[config.mk]
export PLATFORM = sky130hd
export DESIGN_NAME = dsc_mul10_stage
export DESIGN_NICKNAME = d
export VERILOG_FILES = /design/src/rtl/core/dsc_pkg.sv /design/src/rtl/core/dsc_mul10_stage.sv
export SDC_FILE = /design/constraint.sdc
export NUM_CORES = 1
export LEC_CHECK = 0
export ABC_AREA = 1
export BUFFER_PORTS_ARGS = -buffer_cell sky130_fd_sc_hd__buf_2
export CAP_MARGIN = 10
export CELL_PAD_IN_SITES_DETAIL_PLACEMENT = 0
export CELL_PAD_IN_SITES_GLOBAL_PLACEMENT = 1
export CORE_MARGIN = 2
export CORE_UTILIZATION = 35
export CTS_CLUSTER_DIAMETER = 200
export DETAILED_ROUTE_END_ITERATION = 10
export PLACE_DENSITY_LB_ADDON = 0.1
export RECOVER_POWER = 100
export SYNTH_ARGS = -nofsm -noshare
export SYNTH_HDL_FRONTEND = slang
export SYNTH_SLANG_ARGS = --single-unit
[constraint.sdc]
create_clock -name i_clk -period 3.4 [get_ports i_clk]
set_clock_uncertainty 0.05 [all_clocks]
set_input_delay 1.02 -clock i_clk [delete_from_list [all_inputs] [get_ports i_clk]]
set_output_delay 1.02 -clock i_clk [all_outputs]
set_load 0.05 [all_outputs]
[src/rtl/core/dsc_pkg.sv]
// Package with the shared types and constants of the scaled decimal comparator.
package dsc_pkg;

    localparam int SCALE_W = 6;
    localparam int MAG_W   = 128;
    localparam int IN_W    = 272;
    localparam int OUT_W   = 8;

    typedef enum logic [1:0] {
        ORDER_LESS    = 2'd0,
        ORDER_EQUAL   = 2'd1,
        ORDER_GREATER = 2'd2
    } t_order;

    typedef struct packed {
        logic               valid;
        logic               ovf;
        logic [SCALE_W-1:0] cnt;
        logic               swap;
        logic               neg;
        logic               sign_diff;
        logic               lneg;
    } t_stage_ctl;

endpackage

[src/rtl/core/dsc_mul10_stage.sv]
// One pipeline stage: multiplies side A by ten while cnt > 0 and no ovf.
module dsc_mul10_stage (
    input  logic                             i_clk,
    input  logic                             i_rst_n,
    input  logic                             i_en,
    input  dsc_pkg::t_stage_ctl              i_ctl,
    input  logic [dsc_pkg::MAG_W-1:0]        i_mag_a,
    input  logic [dsc_pkg::MAG_W-1:0]        i_mag_b,
    output dsc_pkg::t_stage_ctl              o_ctl,
    output logic [dsc_pkg::MAG_W-1:0]        o_mag_a,
    output logic [dsc_pkg::MAG_W-1:0]        o_mag_b
);

    dsc_pkg::t_stage_ctl               r_ctl;
    dsc_pkg::t_stage_ctl               n_ctl;
    logic [dsc_pkg::MAG_W-1:0]         r_mag_a;
    logic [dsc_pkg::MAG_W-1:0]         r_mag_b;
    logic [dsc_pkg::MAG_W-1:0]         n_mag_a;
    logic [dsc_pkg::MAG_W+3:0]         prod;

    assign prod = {1'b0, i_mag_a, 3'b000} + {3'b000, i_mag_a, 1'b0};

    always_comb begin
        n_ctl   = i_ctl;
        n_mag_a = i_mag_a;
        if (i_ctl.cnt != '0 && !i_ctl.ovf) begin
            n_ctl.cnt = i_ctl.cnt - 1'b1;
            if (prod[dsc_pkg::MAG_W+3:dsc_pkg::MAG_W] != 4'd0) begin
                n_ctl.ovf = 1'b1;
            end else begin
                n_mag_a = prod[dsc_pkg::MAG_W-1:0];
            end
        end
    end

    always_ff @(posedge i_clk) begin
        if (!i_rst_n) begin
            r_ctl.valid <= 1'b0;
        end else if (i_en) begin
            r_ctl <= n_ctl;
        end
        if (i_en) begin
            r_mag_a <= n_mag_a;
            r_mag_b <= i_mag_b;
        end
    end

    assign o_ctl   = r_ctl;
    assign o_mag_a = r_mag_a;
    assign o_mag_b = r_mag_b;

endmodule

==> impl_metrics.py, run 1 <==
metrics = {
    "power_and_ir_drop": {
        "seqPwrFrac_pct": 30.4,
        "power.density_cell_area_nw_per_um2": 379,
        "clkPwrFrac_pct": 24.2,
        "switching_share_pct": 39.3,
        "combPwrFrac_pct": 45.3,
        "vdd_drop_max_uv": 397,
        "p_int_mw": 8.15,
        "leakage_nw": 17.9,
        "p_sw_mw": 5.29,
    },
    "clock_tree": {
        "clk_latency_ns": 0.60,
        "numCtsBuffers": 31,
        "path_clk_slew_ns": 0.06,
        "ctsHoldBuffers": 0,
        "cts_sinks": 268,
        "cts_max_level": 1,
        "cts_tree": "done",
        "cts_root_buffer": "clkbuf_16",
        "cts.path.max_buffers": 3,
    },
    "timing": {
        "rsz0062_at_grt": "true",
        "clock.fmax_mhz": 295,
        "fin_tns_setup_ns": 0,
        "slew_headroom_pct": -35.6,
        "fin_crit_sh_pct": 99.8,
        "finalMaxSlewViolations": 37,
        "worst_slack_ns": 0.00670,
        "finalHoldViolCount": 0,
        "period_needed_ns": 3.39,
        "setup_violations": 0,
        "tightest_slew_ns": 2.03,
    },
    "critical_path": {
        "cp-start-kind": "input port",
        "critical_path.slowest_cell": "ha_2",
        "ff2ff_setup_slack_ns": 2.63,
        "worst_ep_required_time_ns": 3.77,
        "path_class": "input port to register",
        "critPathArrivalTime_ns": 3.77,
        "cp_common_cell": "nand2_1",
        "worstPathCellList": "clkbuf_4 > ha_2 > a21oi_2 > nor2_1 > nor2_1 > nand2_1 > a21oi_2 > nand2_1 > a21oi_2 > nand2_2 > nand2_1 > nand2_1 > nor2_2 > nand3_4 > buf_12 > buf_12 > clkbuf_16 > o21ai_1",
        "end_kind": "register",
        "crit_fanout": 8,
        "critPathMaxStageDelay_ns": 0.34,
    },
    "final_layout": {
        "utilization_pct": 57.2,
        "drive_above_1_share_pct": 40.1,
        "syn2layout_area_growth_pct": 60.8,
        "nets": 5049,
    },
    "outcome": {
        "outcome": "complete, but fails checks",
        "violations": "max-capacitance violations, max-slew violations",
    },
    "yosys": {
        "ys_seq_area_share_pct": 36.5,
        "synth_flop_cell": "edfxtp_1",
        "synth_nets": 3633,
        "synthTopCellsByCount": "nand2_1 (1,138), inv_1 (553), nor2_1 (345)",
        "synthArstFlopShare_pct": 0,
        "ys_seq_elements": 268,
        "synth_most_common_cell": "nand2_1",
        "synthDistinctLibCells": 42,
        "synthCells": 3233,
        "synth_top_cell_by_area": "edfxtp_1",
        "synth_area_um2": 22000,
        "syn_avg_cell_area_um2": 6.81,
        "yosysWarnings": 0,
        "synth_area_leaders": "edfxtp_1 (36%), nand2_1 (19%), inv_1 (9.4%), ha_1 (7.3%), nor2_1 (5.9%)",
        "synth_edf_count": 267,
        "yosysTopAreaCellShare_pct": 36.4,
    },
    "die": {
        "ios": 539,
        "die_y_um": 255,
        "coreArea_um2": 61900,
        "die-area_um2": 65000,
        "rows": 91,
        "start_util_pct": 35.6,
        "dieWidth_um": 255,
    },
    "min_path": {
        "hold_class": "register to register",
    },
    "route": {
        "vias_per_cell": 4.75,
        "dr.max_layer_used": "met5",
        "dr_wl_met2_mm": 49.7,
        "wire_per_inst_um": 20.1,
        "wirelength_mm": 111,
        "wl_met3_mm": 8.01,
        "wl_met1_mm": 49.4,
        "drtIter0Drc": 2006,
        "detail-route-antenna-nets": 0,
        "dr_total_vias": 26200,
        "drc_errors": 0,
        "firstDrtPassIters": 6,
    },
    "place": {
        "globalplace.congestion": 1.03,
        "pre_cts_ws_ns": -0.904,
        "dp_hpwl_mm": 93.2,
        "io_buffers": 538,
    },
    "grt": {
        "grtUsageTotal_pct": 31.9,
        "grt_max_degree": 75,
        "grt_overflow": 0,
        "grt_pass1_vias": 24400,
        "grt_pass1_wl_mm": 152,
        "antenna_found_initial": 7,
    },
    "run": {
        "cap_violations": 1,
    },
}
## sequential cells by signal, indices dropped and copies added (netlist names)
name	cells
o_ctl	12
o_mag_a	128
o_mag_b	128
## power by group through the flow
| stage | combinational, mW | clock [mW] | sequential, mW |
|---|---|---|---|
| floorplan | 1.80 | 0 | 5.20 |
| global placement | 5.54 | 0 | 4.15 |
| detailed placement | 5.53 | 0 | 4.15 |
| CTS | 5.57 | 3.35 | 4.09 |
| global route | 6.46 | 3.44 | 4.12 |
| finish | 6.09 | 3.26 | 4.09 |
## what timing repair did
item | in CTS | in global routing
setup endpoints to repair | 80 | 129
pin swaps | 1 | 37
gates cloned | 0 | 12
buffers inserted | 2 | 14
resized for setup | 10 | 392
## per-layer routing
layer	GRT usage (%)	vias to the layer above
li1	-	13100
met1	44.8	12000
met2	51.8	946
met3	3.62	130
met4	9.24	4
met5	0	-
## metrics by stage
stage	area (um2)	std cells	hold slack [ns]	power (mW)
after floorplan	22000	3233	0.703	6.99
after global placement	32100	5425	0.471	9.69
after detailed placement	32100	5425	0.480	9.69
after CTS	33100	5485	0.484	13.0
after global routing	35400	5516	0.512	14.0
final	35400	5517	0.495	13.4
## worst max-delay path, delay by kind of cell
kind | cells | cell delay [ns]
AOI/OAI and AO/OA | 4 | 0.86
adders and majority gates | 1 | 0.34
buffers and inverters | 4 | 0.63
and+or+nand+nor | 9 | 0.88
## cell families (layout without fill, tap and decap cells)
family	count (synthesis)	count (layout)	synth area share, %
buf+inv	612	2053	10.8
other cells	0	6	0
simple gates	1772	1772	32.8
fa+ha+maj	129	129	7.36
xor+xnor	90	90	3.58
flops	268	268	36.5
compound gates	362	362	8.97
## cells in the final DEF, fill, tap and decap left out, types with 4 or more instances in the layout
master      Yosys  final
nand2_1      1138   1056
buf_4           8    845
inv_1         553    551
buf_2           2    525
edfxtp_1      267    267
nor2_1        345    265
nand3_1       155    154
a21oi_1       188    118
nand2_2        13     92
nor2_2         17     89
ha_4            0     77
a21oi_2         2     70
xnor2_1        66     66
o21ai_1        48     63
o21ai_0        60     43
o21bai_1       42     42
clkbuf_16       0     42
nor3_1         41     33
nand3b_1       30     30
inv_2          26     28
ha_1          128     28
xor2_1         24     24
ha_2            0     23
buf_12          0     14
nand4_1        12     12
clkbuf_1       16     12
nor2_4          1      9
o21a_1          8      8
nor3_2          3      7
clkinv_2        0      7
diode_2         0      6
clkinvlp_4      0      6
clkbuf_4        0      6
a21o_1          5      5
clkinv_1        0      5
nor3_4          0      4
a21boi_0        4      4
buf_6           7      4
## worst paths after layout
path                    start     endpoint  cells past startpoint
setup / recovery  i_mag_a[83]  o_mag_a[83]                     18
hold / removal      o_ctl[11]    o_ctl[11]                      2
setup reg to reg    o_ctl[11]    o_ctl[11]                      2
hold reg to reg     o_ctl[11]    o_ctl[11]                      2
## final cells by class
cell class / instances / area, um2
fillers: 6273 / 26500
repair buffers: 1416 / 9690
well taps: 837 / 1050
clock buffers: 36 / 795
flip-flops and latches: 268 / 8040
clock inverters: 22 / 188
inverters: 579 / 2170
diodes: 6 / 15.0
multi-input cells: 2353 / 13500
No activity file was read; power rests on OpenSTA's default activity.
==> inputs of run 2 (changes only) <==
--- a/config.mk
+++ b/config.mk
@@ -11,7 +11,7 @@
 export CELL_PAD_IN_SITES_DETAIL_PLACEMENT = 0
 export CELL_PAD_IN_SITES_GLOBAL_PLACEMENT = 1
 export CORE_MARGIN = 2
-export CORE_UTILIZATION = 35
+export CORE_UTILIZATION = 39
 export CTS_CLUSTER_DIAMETER = 200
 export DETAILED_ROUTE_END_ITERATION = 10
 export PLACE_DENSITY_LB_ADDON = 0.1
==> constraint.sdc (replaced) <==
create_clock -name i_clk -period 3.25 [get_ports i_clk]
set_clock_uncertainty 0.05 [all_clocks]
set_input_delay 0.975 -clock i_clk [delete_from_list [all_inputs] [get_ports i_clk]]
set_output_delay 0.975 -clock i_clk [all_outputs]
set_load 0.05 [all_outputs]
==> impl_metrics.py, run 2 (synthesis gave the netlist of run 1 again) <==
metrics = {
    "timing": {
        "hold_ws_ns": 0.475,
        "finalMaxSlewViolations": 0,
        "fin_tns_setup_ns": -11.03,
        "clock.fmax_mhz": 292,
        "setup_violations": 127,
        "slew_headroom_pct": 4.44,
        "period_needed_ns": 3.42,
        "finalHoldViolCount": 0,
        "worst_slack_ns": -0.169,
        "rsz0062_at_grt": "true",
        "tightest_slew_ns": 1.43,
        "fin_crit_sh_pct": 105,
    },
    "critical_path": {
        "worstPathCellList": "buf_2 > ha_1 > buf_4 > nand2_1 > nand2_1 > nand2_1 > nand3_2 > nor2_4 > nand2_1 > nand2_1 > nand2_2 > a21oi_2 > nand2_1 > nand2_2 > nand3_4 > nor2_8 > buf_12 > buf_12 > buf_8 > nand3_1 > nand2_1 > inv_1",
        "crit_fanout": 8,
        "path_class": "input port to register",
        "critPathArrivalTime_ns": 3.74,
        "cp-start-kind": "input port",
        "cp_common_cell": "nand2_1",
        "critPathMaxStageDelay_ns": 0.33,
        "end_kind": "register",
        "critical_path.slowest_cell": "ha_1",
        "worst_ep_required_time_ns": 3.57,
    },
    "place": {
        "pre_cts_ws_ns": -1.34,
        "dp_hpwl_mm": 95.7,
        "placed_area_um2": 32300,
        "place_inst": 5375,
        "io_buffers": 538,
        "globalplace.congestion": 1.11,
    },
    "final_layout": {
        "syn2layout_area_growth_pct": 68.3,
        "fin_cells": 5508,
        "final_cell_mix": "nand2_1 (949), buf_4 (899), inv_1 (536), clkbuf_1 (296), edfxtp_1 (267)",
        "fin_area_um2": 37100,
        "utilization_pct": 66.0,
        "nFillCells": 5129,
        "nets": 5128,
        "final_common_cell": "nand2_1",
        "drive_above_1_share_pct": 39.2,
    },
    "route": {
        "dr_total_vias": 27800,
        "vias_per_cell": 5.04,
        "drtIter0Drc": 2222,
        "wire_per_inst_um": 21.3,
        "detail-route-antenna-nets": 0,
        "wirelength_mm": 117,
        "drc_errors": 0,
        "firstDrtPassIters": 5,
    },
    "clock_tree": {
        "cts.path.max_buffers": 3,
        "cts_root_buffer": "clkbuf_16",
        "cts_max_level": 1,
        "path_clk_slew_ns": 0.07,
        "ctsHoldBuffers": 0,
        "cts_tree": "done",
        "cts_sinks": 268,
        "clk_latency_ns": 0.62,
        "numCtsBuffers": 30,
    },
    "power_and_ir_drop": {
        "switching_share_pct": 40.2,
        "clkPwrFrac_pct": 24.2,
        "finalPower_mw": 14.7,
        "vdd_drop_max_uv": 465,
        "seqPwrFrac_pct": 29.4,
        "p_sw_mw": 5.90,
        "p_int_mw": 8.76,
        "power.density_cell_area_nw_per_um2": 395,
        "combPwrFrac_pct": 46.4,
        "leakage_nw": 17.8,
    },
    "outcome": {
        "outcome": "complete, but fails checks",
        "violations": "negative setup slack",
    },
    "die": {
        "ios": 539,
        "start_util_pct": 39.2,
        "dieWidth_um": 242,
        "rows": 87,
        "die_y_um": 242,
        "coreArea_um2": 56200,
        "die-area_um2": 58400,
    },
    "grt": {
        "grt_pass1_wl_mm": 160,
        "grt_pass1_vias": 25900,
        "grt_overflow": 0,
        "antenna_found_initial": 3,
        "grtUsageTotal_pct": 36.6,
        "grt_max_degree": 84,
    },
    "min_path": {
        "hold_class": "input port to register",
    },
    "run": {
        "cap_violations": 0,
    },
}
[run 2: critical path, delay by kind of cell]
family / cells / cell delay (ns)
fa+ha+maj: 1 / 0.33
buf+inv: 6 / 0.76
compound gates: 1 / 0.18
simple gates: 14 / 1.44
[run 2: timing repair]
| item | CTS | global route |
|---|---|---|
| gates cloned | 2 | 11 |
| gates resized for setup | 147 | 586 |
| pin swaps | 30 | 135 |
| buffers inserted | 20 | 46 |
| setup endpoints to repair | 129 | 129 |
[run 2: path summary, 6_finish.rpt]
check / to / from / cells past startpoint / slack (ns)
setup reg to reg: o_ctl[11] / o_ctl[11] / 2 / 2.53
hold / removal: o_mag_b[82] / i_mag_b[82] / 1 / 0.47
hold reg to reg: o_ctl[11] / o_ctl[11] / 2 / 0.53
setup / recovery: o_mag_a[107] / i_mag_a[76] / 22 / -0.17
[run 2: layer usage]
metal	global-route usage, %	vias to the layer above	part of all wire, %
li1	-	13200	-
met1	50.5	13100	42
met2	58.1	1224	44
met3	5.67	227	8.7
met4	13.7	0	4.8
met5	0	-	0
[run 2: area by class of cell]
type	count	area (um2)	share of cell area (%)
tap	756	946	2.55
sequential	268	8040	21.7
clock inverter	17	223	0.601
multi-input combinational	2353	14800	39.9
timing repair buffer	1496	10100	27.3
antenna	2	5.00	0.0135
inverter	579	2170	5.86
clock buffer	37	777	2.10
[run 2: power by group through the flow]
stage               registers, mW  clock network [mW]  logic [mW]
finish                       4.31                3.55        6.79
floorplan                    5.44                   0        1.90
global route                 4.33                3.71        7.13
global placement             4.36                   0        5.78
CTS                          4.30                3.59        6.03
detailed placement           4.36                   0        5.83
